[src/hdl/tle_pkg.sv]
// Shared constants, codes and control/status types of the terminal line editor.
`timescale 1ns / 1ps
`default_nettype none

package tle_pkg;

    localparam int PROMPT_LEN = 2;

    localparam logic [7:0] CHR_PROMPT0  = 8'h3e;
    localparam logic [7:0] CHR_PROMPT1  = 8'h20;
    localparam logic [7:0] CHR_LF       = 8'h0a;
    localparam logic [7:0] CHR_CR       = 8'h0d;
    localparam logic [7:0] CHR_BS       = 8'h08;
    localparam logic [7:0] CHR_SPACE    = 8'h20;
    localparam logic [7:0] CHR_LBRACKET = 8'h5b;
    localparam logic [7:0] CHR_K        = 8'h4b;
    localparam logic [7:0] CHR_C        = 8'h43;
    localparam logic [7:0] CHR_D        = 8'h44;
    localparam logic [7:0] PRINT_LO     = 8'h20;
    localparam logic [7:0] PRINT_HI     = 8'h7e;

    localparam logic [7:0] KEY_ESC    = 8'h1b;
    localparam logic [7:0] KEY_DEL    = 8'h7f;
    localparam logic [7:0] KEY_CTRL_A = 8'h01;
    localparam logic [7:0] KEY_CTRL_B = 8'h02;
    localparam logic [7:0] KEY_CTRL_C = 8'h03;
    localparam logic [7:0] KEY_CTRL_E = 8'h05;
    localparam logic [7:0] KEY_CTRL_F = 8'h06;
    localparam logic [7:0] KEY_CTRL_H = 8'h08;
    localparam logic [7:0] KEY_CTRL_L = 8'h0c;
    localparam logic [7:0] KEY_CTRL_M = 8'h0d;

    localparam logic [1:0] MODE_PLAIN = 2'd0;
    localparam logic [1:0] MODE_ESC   = 2'd1;
    localparam logic [1:0] MODE_CSI   = 2'd2;

    typedef enum logic [1:0] {
        SRC_CONST,
        SRC_STORE,
        SRC_RX
    } t_out_src;

    typedef enum logic [2:0] {
        IDX_HOLD,
        IDX_ZERO,
        IDX_PROMPT,
        IDX_LEN,
        IDX_INC,
        IDX_DEC
    } t_idx_op;

    typedef struct packed {
        logic       ld_rx;
        logic       ins;
        logic       del;
        logic       cur_inc;
        logic       cur_dec;
        logic       cur_home;
        logic       cur_end;
        logic       line_rst;
        t_idx_op    idx_op;
        logic       emit;
        t_out_src   src;
        logic [7:0] cbyte;
        logic       kind;
        logic       last;
    } t_tle_cmd;

    typedef struct packed {
        logic at_prompt;
        logic at_end;
        logic full;
        logic empty;
        logic idx_tail;
        logic idx_cur_next;
        logic out_free;
    } t_tle_sts;

endpackage

`default_nettype wire

[src/hdl/tle_stream_if.sv]
// Valid/ready channel interfaces for received bytes and emitted beats.
`timescale 1ns / 1ps
`default_nettype none

interface tle_in_if;
    logic       valid;
    logic       ready;
    logic [7:0] rx_byte;

    modport source (output valid, output rx_byte, input ready);
    modport sink (input valid, input rx_byte, output ready);
endinterface

interface tle_out_if;
    logic       valid;
    logic       ready;
    logic [7:0] out_byte;
    logic       out_kind;
    logic       out_last;

    modport source (output valid, output out_byte, output out_kind, output out_last,
                    input ready);
    modport sink (input valid, input out_byte, input out_kind, input out_last,
                  output ready);
endinterface

`default_nettype wire

[src/hdl/tle_datapath.sv]
// Line store, length, cursor, read index and output beat register.
`timescale 1ns / 1ps
`default_nettype none

module tle_datapath
    import tle_pkg::*;
#(
    parameter int LINE_BYTES = 16
) (
    input  wire logic       i_clk,
    input  wire logic       i_rst_n,
    input  wire logic [7:0] i_rx_byte,
    input  wire t_tle_cmd   i_cmd,
    output t_tle_sts        o_sts,
    tle_out_if.source       o_tx
);

    localparam int IW = $clog2(LINE_BYTES);

    logic [7:0]    r_store [LINE_BYTES];
    logic [7:0]    n_store [LINE_BYTES];
    logic [IW-1:0] r_len, n_len;
    logic [IW-1:0] r_cur, n_cur;
    logic [IW-1:0] r_idx, n_idx;
    logic [7:0]    r_rx;
    logic          r_out_valid, n_out_valid;
    logic [7:0]    r_out_byte, n_out_byte;
    logic          r_out_kind, n_out_kind;
    logic          r_out_last, n_out_last;
    logic [IW-1:0] w_prompt;
    logic [IW-1:0] w_del_pos;
    logic          w_out_free;

    assign w_prompt   = IW'(PROMPT_LEN);
    assign w_del_pos  = r_cur - 1'b1;
    assign w_out_free = !r_out_valid || o_tx.ready;

    always_comb begin
        n_store = r_store;
        if (i_cmd.line_rst) begin
            for (int i = 0; i < LINE_BYTES; i++) begin
                n_store[i] = 8'h00;
            end
            n_store[0] = CHR_PROMPT0;
            n_store[1] = CHR_PROMPT1;
        end else if (i_cmd.ins) begin
            for (int i = 1; i < LINE_BYTES; i++) begin
                if (IW'(i) > r_cur && IW'(i) <= r_len) begin
                    n_store[i] = r_store[i-1];
                end
            end
            n_store[r_cur] = i_rx_byte;
        end else if (i_cmd.del) begin
            for (int i = 0; i < LINE_BYTES - 1; i++) begin
                if (IW'(i) >= w_del_pos && IW'(i + 1) < r_len) begin
                    n_store[i] = r_store[i+1];
                end
            end
            n_store[r_len - 1'b1] = 8'h00;
        end
    end

    always_comb begin
        n_len = r_len;
        priority if (i_cmd.line_rst) begin
            n_len = w_prompt;
        end else if (i_cmd.ins) begin
            n_len = r_len + 1'b1;
        end else if (i_cmd.del) begin
            n_len = r_len - 1'b1;
        end else begin
            n_len = r_len;
        end

        n_cur = r_cur;
        priority if (i_cmd.line_rst || i_cmd.cur_home) begin
            n_cur = w_prompt;
        end else if (i_cmd.cur_inc) begin
            n_cur = r_cur + 1'b1;
        end else if (i_cmd.cur_dec) begin
            n_cur = r_cur - 1'b1;
        end else if (i_cmd.cur_end) begin
            n_cur = r_len;
        end else begin
            n_cur = r_cur;
        end

        unique case (i_cmd.idx_op)
            IDX_HOLD:   n_idx = r_idx;
            IDX_ZERO:   n_idx = '0;
            IDX_PROMPT: n_idx = w_prompt;
            IDX_LEN:    n_idx = r_len;
            IDX_INC:    n_idx = r_idx + 1'b1;
            IDX_DEC:    n_idx = r_idx - 1'b1;
            default:    n_idx = r_idx;
        endcase
    end

    always_comb begin
        n_out_valid = r_out_valid;
        n_out_byte  = r_out_byte;
        n_out_kind  = r_out_kind;
        n_out_last  = r_out_last;
        if (i_cmd.emit) begin
            n_out_valid = 1'b1;
            n_out_kind  = i_cmd.kind;
            n_out_last  = i_cmd.last;
            unique case (i_cmd.src)
                SRC_CONST: n_out_byte = i_cmd.cbyte;
                SRC_STORE: n_out_byte = r_store[r_idx];
                SRC_RX:    n_out_byte = r_rx;
                default:   n_out_byte = i_cmd.cbyte;
            endcase
        end else if (o_tx.ready) begin
            n_out_valid = 1'b0;
        end
    end

    always_ff @(posedge i_clk) begin
        if (!i_rst_n) begin
            for (int i = 0; i < LINE_BYTES; i++) begin
                r_store[i] <= (i == 0) ? CHR_PROMPT0 : (i == 1) ? CHR_PROMPT1 : 8'h00;
            end
            r_len       <= w_prompt;
            r_cur       <= w_prompt;
            r_out_valid <= 1'b0;
        end else begin
            r_store     <= n_store;
            r_len       <= n_len;
            r_cur       <= n_cur;
            r_out_valid <= n_out_valid;
        end
    end

    always_ff @(posedge i_clk) begin
        r_idx      <= n_idx;
        r_out_byte <= n_out_byte;
        r_out_kind <= n_out_kind;
        r_out_last <= n_out_last;
        if (i_cmd.ld_rx) begin
            r_rx <= i_rx_byte;
        end
    end

    assign o_sts.at_prompt    = (r_cur == w_prompt);
    assign o_sts.at_end       = (r_cur == r_len);
    assign o_sts.full         = (r_len >= IW'(LINE_BYTES - 1));
    assign o_sts.empty        = (r_len == w_prompt);
    assign o_sts.idx_tail     = (r_idx == r_len - 1'b1);
    assign o_sts.idx_cur_next = (r_idx == r_cur + 1'b1);
    assign o_sts.out_free     = w_out_free;

    assign o_tx.valid    = r_out_valid;
    assign o_tx.out_byte = r_out_byte;
    assign o_tx.out_kind = r_out_kind;
    assign o_tx.out_last = r_out_last;

endmodule

`default_nettype wire

[src/hdl/tle_ctrl.sv]
// Key decoder, escape parser and output sequencer state machine.
`timescale 1ns / 1ps
`default_nettype none

module tle_ctrl
    import tle_pkg::*;
(
    input  wire logic       i_clk,
    input  wire logic       i_rst_n,
    input  wire logic       i_in_valid,
    input  wire logic [7:0] i_rx_byte,
    input  wire t_tle_sts   i_sts,
    output logic            o_in_ready,
    output t_tle_cmd        o_cmd
);

    typedef enum logic [7:0] {
        ST_IDLE    = 8'b0000_0001,
        ST_ECHO    = 8'b0000_0010,
        ST_BSB     = 8'b0000_0100,
        ST_ESCSEQ  = 8'b0000_1000,
        ST_RD_HEAD = 8'b0001_0000,
        ST_RD_LINE = 8'b0010_0000,
        ST_RD_BACK = 8'b0100_0000,
        ST_COMMIT  = 8'b1000_0000
    } t_state;

    // What runs after the current output run has finished.
    typedef enum logic [2:0] {
        FOL_NONE,
        FOL_INC,
        FOL_DEC,
        FOL_RESET,
        FOL_COMMIT
    } t_follow;

    t_state     r_state, n_state;
    t_follow    r_follow, n_follow;
    logic [1:0] r_mode, n_mode;
    logic [1:0] r_cnt, n_cnt;
    logic       r_echo_rx, n_echo_rx;
    logic       r_esc_right, n_esc_right;
    logic       w_part_end;
    logic       w_printable;

    assign o_in_ready  = (r_state == ST_IDLE);
    assign w_printable = (i_rx_byte >= PRINT_LO) && (i_rx_byte <= PRINT_HI);

    always_comb begin
        n_state     = r_state;
        n_follow    = r_follow;
        n_mode      = r_mode;
        n_cnt       = r_cnt;
        n_echo_rx   = r_echo_rx;
        n_esc_right = r_esc_right;
        w_part_end  = 1'b0;
        o_cmd        = '0;
        o_cmd.idx_op = IDX_HOLD;
        o_cmd.src    = SRC_CONST;

        unique case (r_state)
            ST_IDLE: begin
                if (i_in_valid) begin
                    o_cmd.ld_rx = 1'b1;
                    n_cnt       = 2'd0;
                    n_follow    = FOL_NONE;
                    unique case (r_mode)
                        MODE_PLAIN: begin
                            priority if (w_printable) begin
                                if (!i_sts.full) begin
                                    o_cmd.ins = 1'b1;
                                    n_follow  = FOL_INC;
                                    n_echo_rx = 1'b1;
                                    n_state   = i_sts.at_end ? ST_ECHO : ST_RD_HEAD;
                                end
                            end else if (i_rx_byte == KEY_CTRL_L) begin
                                n_state = ST_RD_HEAD;
                            end else if (i_rx_byte == KEY_CTRL_C) begin
                                n_echo_rx = 1'b0;
                                n_follow  = FOL_RESET;
                                n_state   = ST_ECHO;
                            end else if (i_rx_byte == KEY_CTRL_B) begin
                                if (!i_sts.at_prompt) begin
                                    o_cmd.cur_dec = 1'b1;
                                    n_esc_right   = 1'b0;
                                    n_state       = ST_ESCSEQ;
                                end
                            end else if (i_rx_byte == KEY_CTRL_F) begin
                                if (!i_sts.at_end) begin
                                    o_cmd.cur_inc = 1'b1;
                                    n_esc_right   = 1'b1;
                                    n_state       = ST_ESCSEQ;
                                end
                            end else if (i_rx_byte == KEY_CTRL_A) begin
                                o_cmd.cur_home = 1'b1;
                                n_state        = ST_RD_HEAD;
                            end else if (i_rx_byte == KEY_CTRL_E) begin
                                o_cmd.cur_end = 1'b1;
                                n_state       = ST_RD_HEAD;
                            end else if (i_rx_byte == KEY_DEL || i_rx_byte == KEY_CTRL_H) begin
                                if (!i_sts.at_prompt) begin
                                    o_cmd.del = 1'b1;
                                    n_follow  = FOL_DEC;
                                    n_state   = i_sts.at_end ? ST_BSB : ST_RD_HEAD;
                                end
                            end else if (i_rx_byte == KEY_CTRL_M) begin
                                n_echo_rx = 1'b0;
                                n_follow  = i_sts.empty ? FOL_RESET : FOL_COMMIT;
                                n_state   = ST_ECHO;
                            end else if (i_rx_byte == KEY_ESC) begin
                                n_mode = MODE_ESC;
                            end else begin
                                n_mode = MODE_PLAIN;
                            end
                        end
                        MODE_ESC: begin
                            n_mode = (i_rx_byte == CHR_LBRACKET) ? MODE_CSI : MODE_PLAIN;
                        end
                        MODE_CSI: begin
                            n_mode = MODE_PLAIN;
                            if (i_rx_byte == CHR_C && !i_sts.at_end) begin
                                o_cmd.cur_inc = 1'b1;
                                n_esc_right   = 1'b1;
                                n_state       = ST_ESCSEQ;
                            end else if (i_rx_byte == CHR_D && !i_sts.at_prompt) begin
                                o_cmd.cur_dec = 1'b1;
                                n_esc_right   = 1'b0;
                                n_state       = ST_ESCSEQ;
                            end
                        end
                        default: begin
                            n_mode = MODE_PLAIN;
                        end
                    endcase
                end
            end
            ST_ECHO: begin
                if (i_sts.out_free) begin
                    o_cmd.emit  = 1'b1;
                    o_cmd.src   = r_echo_rx ? SRC_RX : SRC_CONST;
                    o_cmd.cbyte = CHR_LF;
                    w_part_end  = 1'b1;
                end
            end
            ST_BSB: begin
                if (i_sts.out_free) begin
                    o_cmd.emit  = 1'b1;
                    o_cmd.cbyte = (r_cnt == 2'd1) ? CHR_SPACE : CHR_BS;
                    n_cnt       = r_cnt + 2'd1;
                    w_part_end  = (r_cnt == 2'd2);
                end
            end
            ST_ESCSEQ: begin
                if (i_sts.out_free) begin
                    o_cmd.emit  = 1'b1;
                    o_cmd.cbyte = (r_cnt == 2'd0) ? KEY_ESC :
                                  (r_cnt == 2'd1) ? CHR_LBRACKET :
                                  r_esc_right     ? CHR_C : CHR_D;
                    n_cnt       = r_cnt + 2'd1;
                    w_part_end  = (r_cnt == 2'd2);
                end
            end
            ST_RD_HEAD: begin
                if (i_sts.out_free) begin
                    o_cmd.emit  = 1'b1;
                    o_cmd.cbyte = (r_cnt == 2'd0) ? CHR_CR :
                                  (r_cnt == 2'd1) ? KEY_ESC :
                                  (r_cnt == 2'd2) ? CHR_LBRACKET : CHR_K;
                    n_cnt       = r_cnt + 2'd1;
                    if (r_cnt == 2'd3) begin
                        o_cmd.idx_op = IDX_ZERO;
                        n_state      = ST_RD_LINE;
                    end
                end
            end
            ST_RD_LINE: begin
                if (i_sts.out_free) begin
                    o_cmd.emit = 1'b1;
                    o_cmd.src  = SRC_STORE;
                    if (!i_sts.idx_tail) begin
                        o_cmd.idx_op = IDX_INC;
                    end else if (!i_sts.at_end) begin
                        o_cmd.idx_op = IDX_LEN;
                        n_state      = ST_RD_BACK;
                    end else begin
                        w_part_end = 1'b1;
                    end
                end
            end
            ST_RD_BACK: begin
                if (i_sts.out_free) begin
                    o_cmd.emit  = 1'b1;
                    o_cmd.cbyte = CHR_BS;
                    if (i_sts.idx_cur_next) begin
                        w_part_end = 1'b1;
                    end else begin
                        o_cmd.idx_op = IDX_DEC;
                    end
                end
            end
            ST_COMMIT: begin
                if (i_sts.out_free) begin
                    o_cmd.emit = 1'b1;
                    o_cmd.src  = SRC_STORE;
                    o_cmd.kind = 1'b1;
                    if (i_sts.idx_tail) begin
                        w_part_end = 1'b1;
                    end else begin
                        o_cmd.idx_op = IDX_INC;
                    end
                end
            end
            default: begin
                n_state = ST_IDLE;
            end
        endcase

        o_cmd.last = w_part_end && (r_follow == FOL_NONE);

        if (w_part_end) begin
            n_cnt = 2'd0;
            unique case (r_follow)
                FOL_NONE: begin
                    n_state = ST_IDLE;
                end
                FOL_INC: begin
                    o_cmd.cur_inc = 1'b1;
                    n_follow      = FOL_NONE;
                    n_state       = ST_RD_HEAD;
                end
                FOL_DEC: begin
                    o_cmd.cur_dec = 1'b1;
                    n_follow      = FOL_NONE;
                    n_state       = ST_RD_HEAD;
                end
                FOL_RESET: begin
                    o_cmd.line_rst = 1'b1;
                    n_mode         = MODE_PLAIN;
                    n_follow       = FOL_NONE;
                    n_state        = ST_RD_HEAD;
                end
                FOL_COMMIT: begin
                    o_cmd.idx_op = IDX_PROMPT;
                    n_follow     = FOL_RESET;
                    n_state      = ST_COMMIT;
                end
                default: begin
                    n_follow = FOL_NONE;
                    n_state  = ST_IDLE;
                end
            endcase
        end
    end

    always_ff @(posedge i_clk) begin
        if (!i_rst_n) begin
            r_state  <= ST_IDLE;
            r_follow <= FOL_NONE;
            r_mode   <= MODE_PLAIN;
            r_cnt    <= 2'd0;
        end else begin
            r_state  <= n_state;
            r_follow <= n_follow;
            r_mode   <= n_mode;
            r_cnt    <= n_cnt;
        end
    end

    always_ff @(posedge i_clk) begin
        r_echo_rx   <= n_echo_rx;
        r_esc_right <= n_esc_right;
    end

endmodule

`default_nettype wire

[src/hdl/terminal_line_editor.sv]
// Top level of the terminal line editor: controller plus datapath.
`timescale 1ns / 1ps
`default_nettype none

// Each received byte is taken while the editor is idle, and its result beats
// then leave through a registered output at one beat per cycle when the sink
// keeps ready high. A byte causes N beats, where N runs from zero up to
// 4 * LINE_BYTES - 1 (so 63 by default, for an insert just after the prompt
// that fills the line, which redraws twice). The sequencer emits every beat
// through the single output register, which sets the beat rate. The line
// holds at most LINE_BYTES - 1 bytes including the "> " prompt; out_kind
// marks the bytes of a committed line, and out_last marks the final beat
// of each input byte.
module terminal_line_editor
    import tle_pkg::*;
#(
    parameter int LINE_BYTES = 16
) (
    input  wire logic i_clk,
    input  wire logic i_rst_n,
    tle_in_if.sink    i_rx,
    tle_out_if.source o_tx
);

    t_tle_cmd w_cmd;
    t_tle_sts w_sts;
    logic     w_in_ready;

    assign i_rx.ready = w_in_ready;

    tle_ctrl u_ctrl (
        .i_clk      (i_clk),
        .i_rst_n    (i_rst_n),
        .i_in_valid (i_rx.valid),
        .i_rx_byte  (i_rx.rx_byte),
        .i_sts      (w_sts),
        .o_in_ready (w_in_ready),
        .o_cmd      (w_cmd)
    );

    tle_datapath #(
        .LINE_BYTES (LINE_BYTES)
    ) u_datapath (
        .i_clk     (i_clk),
        .i_rst_n   (i_rst_n),
        .i_rx_byte (i_rx.rx_byte),
        .i_cmd     (w_cmd),
        .o_sts     (w_sts),
        .o_tx      (o_tx)
    );

endmodule

`default_nettype wire

[src/flat_wrapper.sv]
// flat-port wrapper written by rule: the top's interface ports become plain ports
module terminal_line_editor_flat import tle_pkg::*;
#(
    parameter int LINE_BYTES = 16
)
  (i_clk, i_rst_n, i_rx_valid, i_rx_rx_byte, i_rx_ready, o_tx_valid, o_tx_out_byte, o_tx_out_kind, o_tx_out_last, o_tx_ready);
  tle_in_if i_rx_i ();
  tle_out_if o_tx_i ();
  input  wire logic i_clk;
  input  wire logic i_rst_n;
  input wire logic [$bits(i_rx_i.valid)-1:0] i_rx_valid;
  input wire logic [$bits(i_rx_i.rx_byte)-1:0] i_rx_rx_byte;
  output wire logic [$bits(i_rx_i.ready)-1:0] i_rx_ready;
  output wire logic [$bits(o_tx_i.valid)-1:0] o_tx_valid;
  output wire logic [$bits(o_tx_i.out_byte)-1:0] o_tx_out_byte;
  output wire logic [$bits(o_tx_i.out_kind)-1:0] o_tx_out_kind;
  output wire logic [$bits(o_tx_i.out_last)-1:0] o_tx_out_last;
  input wire logic [$bits(o_tx_i.ready)-1:0] o_tx_ready;
  assign i_rx_i.valid = i_rx_valid;
  assign i_rx_i.rx_byte = i_rx_rx_byte;
  assign i_rx_ready = i_rx_i.ready;
  assign o_tx_valid = o_tx_i.valid;
  assign o_tx_out_byte = o_tx_i.out_byte;
  assign o_tx_out_kind = o_tx_i.out_kind;
  assign o_tx_out_last = o_tx_i.out_last;
  assign o_tx_i.ready = o_tx_ready;
  terminal_line_editor #(.LINE_BYTES(LINE_BYTES)) u_core (.i_clk(i_clk), .i_rst_n(i_rst_n), .i_rx(i_rx_i), .o_tx(o_tx_i));
endmodule
[config.mk]
export PLATFORM = sky130hd
export DESIGN_NAME = terminal_line_editor_flat
export DESIGN_NICKNAME = d
export VERILOG_FILES = /design/src/hdl/tle_pkg.sv /design/src/hdl/tle_stream_if.sv /design/src/hdl/tle_datapath.sv /design/src/hdl/tle_ctrl.sv /design/src/hdl/terminal_line_editor.sv /design/src/flat_wrapper.sv
export SDC_FILE = /design/constraint.sdc
export NUM_CORES = 1
export LEC_CHECK = 0
export BUFFER_PORTS_ARGS = -buffer_cell sky130_fd_sc_hd__buf_4
export CAP_MARGIN = 20
export CELL_PAD_IN_SITES_DETAIL_PLACEMENT = 0
export CELL_PAD_IN_SITES_GLOBAL_PLACEMENT = 1
export CORE_MARGIN = 2
export CORE_UTILIZATION = 45
export DETAILED_ROUTE_END_ITERATION = 8
export GPL_TIMING_DRIVEN = 1
export PLACE_DENSITY_LB_ADDON = 0.1
export SETUP_SLACK_MARGIN = 0.2
export SLEW_MARGIN = 0
export SYNTH_ARGS = -nofsm -noshare
export SYNTH_HDL_FRONTEND = slang
export SYNTH_HIERARCHICAL = 1
export SYNTH_SLANG_ARGS = --single-unit
[constraint.sdc]
create_clock -name i_clk -period 4.26 [get_ports i_clk]
set_input_delay 0.426 -clock i_clk [delete_from_list [all_inputs] [get_ports i_clk]]
set_output_delay 0.426 -clock i_clk [all_outputs]
set_load 0.1 [all_outputs]
Word level (Yosys, flattened, before mapping)
Cells that the tools add are included.

Reductions and logical operators: 63. Eq/ne operators: 72. Multiplexer cells: 276. $lt $le $gt $ge: 68. Bitwise gates (word level): 6. Div/mod/pow operators: 0. Multiply operators: 0. Shifts and indexed selects: 0. Add/sub/neg operators: 7.

Operators by type and width (count): two-way mux 8 bit (131); two-way mux 128 bit (2); AND 128 bit (1); bitwise mux 128 bit (1); inverter 128 bit (1); demux 8 bit (select 4 bit) (2); two-way mux 3 bit (19); two-way mux 1 bit (52); two-way mux 2 bit (26); two-way mux 7 bit (7); one-hot mux 8 bit (2 select lines) (3); inequality test 3 bit (second input constant) (14); == test 8 x 7 -> 1 bit (second input constant) (5); one-hot mux 8 bit (5 select lines) (1); logical AND 1 bit (36); two-way mux 5 bit (7); binary-select mux 8 bit (select 4 bit) (1); == test 8 x 4 -> 1 bit (second input constant) (4); > comparator 4 bit (first input constant) (8); less-or-equal comparator 4 bit (first input constant) (8); less-than comparator 4 bit (first input constant) (8); two-way mux 4 bit (8); one-hot mux 8 bit (4 select lines) (1); greater-or-equal comparator 4 bit (first input constant) (7); 68 further kinds (139).

Word-level logic and storage cells: 522. Memory bits (read-only): 0. Bits in latches: 0. Bits in writable memories: 0. Output and inout port bits: 12. Register bits: 176. Input port bits: 12. Memories: 0.

Logic depth before layout (Yosys ltp)
Depth in word-level cells: 19. Depth in mapped cells: 24. Mapped depth without buffers: 21.

Modules after synthesis
Netlist, hierarchy kept.

Modules (own cells, without submodules): tle_datapath (area an instance 11285.8 um^2, sequential area each 3403.3 um^2, cells each 1270, times used 1); tle_ctrl (area an instance 1871.8 um^2, sequential area each 360.3 um^2, cells each 268, times used 1).

Worst setup path after synthesis
OpenSTA, ideal clock, no wires.

Path type: register to register. Start: register u_core.u_datapath.r_len[0]. End: register u_core.u_datapath.r_idx[3], data pin. Stages on the path, launching flop included: 25. Arrival: 4.231 ns. Period minus slack after synthesis: 4.487 ns. Buffers on the path: 3. Setup slack: -0.227 ns. Library setup time: 0.256 ns. Required time: 4.004 ns. Cells stage by stage: dfxtp_1 > clkbuf_1 > inv_1 > ha_1 > clkbuf_1 > xor2_1 > nor3_1 > a31oi_1 > nor3_1 > and4b_1 > o2111ai_1 > o211a_1 > clkbuf_1 > nor2b_1 > nand2_1 > o21ai_0 > inv_1 > nand3_1 > inv_1 > ha_1 > a21o_1 > a21oi_1 > xnor2_1 > a22oi_1 > nor2_1.

RTL lines: start, declared (line tle_datapath.sv:22) `logic [IW-1:0] r_len, n_len;`; start signal, assigned (line tle_datapath.sv:124) `r_len <= w_prompt;`; start signal, assigned (line tle_datapath.sv:129) `r_len <= n_len;`; end signal, assigned (line tle_datapath.sv:136) `r_idx <= n_idx;`; end, declared (line tle_datapath.sv:24) `logic [IW-1:0] r_idx, n_idx;`.

==> summary.txt <==
Finish
  • Most frequent cells in the layout: 170 x nor2_1, 150 x dfxtp_1, 143 x a21oi_1
  • P&R area growth vs syn: 9.195%
  • Layout cell share with drive strength beyond 1: 0.1667
  • Final instance area: 0.01437 sq mm
  • Most common cell after layout, fill and taps aside: nor2_1
  • Final nets: 1557

Power
  • Peak VDD IR: roughly 0.00028 V
  • P_leak: 5.495 nW
  • Pwr dens: approximately 410 mW/mm^2

Synth
  • Top_reg_cell synth: dfxtp_1
  • Synthesized area per cell: 8.555 sq um
  • Gate Count Post-Synth: roughly 1500
  • Synthesis-stage register bit count: 176
  • Mapped Area: 0.01316 sq mm
  • Number of flops mapped to enable cells by yosys: 24
  • Post-Syn Nets: 1572
  • Synth area leader: dfxtp_1
  • Ys Warns: 6
  • Async set-reset flop share out of synthesis: 0
  • Sequential cell area fraction in the yosys report: 0.2860
  • Yosys top cell area share: 0.2313
  • Count of cell types in the netlist: about 110
  • Top post-synthesis cells by area: dfxtp_1 23%, mux4_2 6.8%, edfxtp_1 5.5%

Clock tree
  • Clock Latency Late Sink: 0.46 ns
  • Num CTS Buffers: 17
  • H-Tree Level Count: 4
  • CTS root buffer: clkbuf_16
  • TritonCTS clock tree: done
  • Clock Tree Buf Depth: 2
  • Clk sink count: roughly 180
  • Cts hold-fix bufs: 0
  • Worst-path clk slew: 0.08 ns

Critical path
  • Worst EP required: 4.46 ns
  • CP bufs+invs: 3
  • Worst path arrival time: approximately 4.0 ns
  • Critical Path Most Common Cell: inv_1
  • Critical path type: flop to flop
  • FF-to-FF Start: u_core/u_datapath/r_cur[0]$_SDFFE_PP0P_
  • Worst path max stage delay: 0.40 ns
  • Crit path capture type: flop
  • Critical path launch point type: flop
  • Crit-path slowest cell: dfxtp_2
  • Crit path depth: 19
  • R2r worst-path depth: 19
  • Reg-to-Reg End: u_core/u_datapath/r_idx[3]$_SDFFCE_PN0P_
  • Cell family with most CP delay: simple AND/OR/NAND/NOR gates
  • CP Max Fanout: 7
  • CP Cell Sequence: inv_1 > ha_1 > xor2_1 > nor4_2 > and3b_1 > o2111ai_1 > o211a_1 > nor2b_1 > nand2_2 > o21ai_1 > inv_1 > nand3_2 > inv_1 > ha_1 > a21o_1 > a21oi_1 > xnor2_1 > a22oi_1 > nor2_1
  • Flop2flop setup slack: 0.49 ns

GRT
  • GRT Total Usage: 0.3592
  • Initial antenna violation count: 1
  • Largest net degree at the start of global routing: between 40 and 50
  • Vias in the first global route: 12520
  • First-pass GRT wire length: 82300 um
  • Congestion Overflow GR: 0

STA
  • Period utilisation layout: 0.8857
  • Max Fclk: 265.0 MHz
  • Minimum hold slack: about 0.26 ns
  • RSZ-0062 raised after global routing: no
  • Min cycle time layout: 3.773 ns
  • Fin. Hold Viols: 0
  • Rel. slew slack: 0.3487
  • Setup TNS: 0 ns
  • Worst-margin pin slew: 0.9689 ns
  • Count of pins over their slew limit: 0
  • Setup clock skew after layout: about 0.017 ns
  • Endpoints failing setup: 0

Die
  • Rows: 62
  • Area of the core: between 0.02 and 0.03 sq mm
  • Top Ports: 24
  • Die X: ~170 um
  • Starting Density: 0.4572
  • Die extent in y: 175.0 um
  • Die ar.: around 0.031 sq mm

Routing
  • DR DRC count: 0
  • Antenna Nets Post-Route: 0
  • DR WL/cell: 28.92 um
  • Drt total wl: 55560 um
  • Pre-antenna DRT Iters: 7
  • Vias per std cell: 7.068
  • Iter 0 DRT Violations: between 2000 and 2500
  • Routed via count: 13578

Placed design
  • Dpl hpwl: 40230 um
  • Routability cong.: 1.050
  • PortBufs: 23
  • Placed instance area: 0.01375 sq mm

Job
  • Maxcap violations: 0

Hold path
  • Worst Hold Path EP: u_core/u_ctrl/r_state[0]$_SDFFE_PN1P_
  • Cell depth of the worst hold path: 2
  • Hold crit path type: primary input to flop
  • Hold_sp: i_rst_n

Status
  • Status: completed
[logic make-up (layout without fill, tap and decap cells)]
group                    after synthesis  in the layout  share of synthesized area
flip-flops                           176            176                     0.2860
AND/OR/NAND/NOR                      438            438                     0.1677
multiplexers                         118            118                     0.1327
XOR/XNOR                              25             25                    0.01664
AO/OA/AOI/OAI                        599            599                     0.3214
other                                  1              2                  0.0002850
buffers and inverters                159            157                    0.05373
adder cells (fa/ha/maj)               22             22                    0.02149
[layout make-up]
class | count | area (sq um)
fillers | 2772 | 14410
multi-input cells | 1203 | 8721
flip-flops and latches | 176 | 3766
repair buffers | 88 | 673.1
well taps | 384 | 480.5
clock buffers | 18 | 429.2
clock inverters | 14 | 152.6
inverters | 37 | 142.6
diodes | 1 | 2.502
[metrics by stage]
stage          utilization  std cells  worst slack [ns]  power [mW]
2_1_floorplan            -       1538           0.01986       3.493
3_3_place_gp        0.4777       1886            0.3477       4.213
3_5_place_dp        0.4777       1886            0.1988       4.219
4_1_cts             0.4983       1918            0.3162       5.823
5_1_grt             0.4991       1920            0.1969       6.092
6_report            0.4992       1921            0.4868       5.893
[timing repair]
| action | CTS | global route |
|---|---|---|
| resized for setup | 2 | 5 |
| cloned | 0 | 0 |
| pin swaps | 0 | 2 |
| hold endpoints to repair | 0 | 0 |
| buffers inserted | 0 | 2 |
| setup endpoints to repair | 9 | 1 |
[synthesized netlist by cell type, drive strengths merged, types with 11 or more instances]
library cell and count:
xnor2 16, nand3 32, edfxtp 24, mux4 40, a21o 23, and3 14
a222oi 15, clkbuf 64, mux2i 48, dfxtp 152, o221ai 34, buf 58
inv 36, ha 21, mux2 30, o22a 24, nor2 172, o21ai 140
nand2 80, nor4 20, a31oi 11, nor3 29, nand2b 18, o221a 15
a221oi 19, a21oi 145, a22oi 63
[worst max-delay path by stage]
| stage | slack, ns | end | start |
|---|---|---|---|
| finish | 0.49 | u_core/u_datapath/r_idx[3]$_SDFFCE_PN0P_ | u_core/u_datapath/r_cur[0]$_SDFFE_PP0P_ |
| global route | 0.20 | u_core/u_datapath/r_idx[3]$_SDFFCE_PN0P_ | u_core/u_datapath/r_cur[0]$_SDFFE_PP0P_ |
| CTS | 0.32 | u_core/u_datapath/r_idx[3]$_SDFFCE_PN0P_ | u_core/u_datapath/r_cur[0]$_SDFFE_PP0P_ |
| detailed placement | 0.20 | u_core/u_datapath/r_idx[3]$_SDFFCE_PN0P_ | u_core/u_datapath/r_cur[0]$_SDFFE_PP0P_ |
| global placement | 0.35 | u_core/u_datapath/r_idx[3]$_SDFFCE_PN0P_ | u_core/u_datapath/r_cur[0]$_SDFFE_PP0P_ |
| floorplan | 0.02 | u_core/u_datapath/r_idx[3]$_SDFFCE_PN0P_ | u_core/u_datapath/r_len[1]$_SDFFE_PP1P_ |
[report_power, final]
part / total (mW) / internal (mW) / switching (mW)
clock: 1.62 / 0.830 / 0.794
combinational: 2.01 / 0.692 / 1.32
sequential: 2.26 / 1.89 / 0.367
[sequential cells by signal (all words and copies together) (netlist names), 3 cells and up]
name and flops:
u_core/u_ctrl/r_follow 3, u_core/u_ctrl/r_state 8, u_core/u_datapath/o_tx.out_byte 8, u_core/u_datapath/r_cur 4, u_core/u_datapath/r_idx 4, u_core/u_datapath/r_len 4, u_core/u_datapath/r_rx 8, u_core/u_datapath/r_store 128
[metal layers]
metal / global-route usage / vias to the layer above / routed length, um
li1: - / 5922 / -
met1: 0.4766 / 6560 / 22180
met2: 0.5578 / 914 / 24560
met3: 0.08333 / 180 / 6192
met4: 0.1597 / 2 / 2617
met5: 0 / - / 10
(Power assumes the default switching activity.)
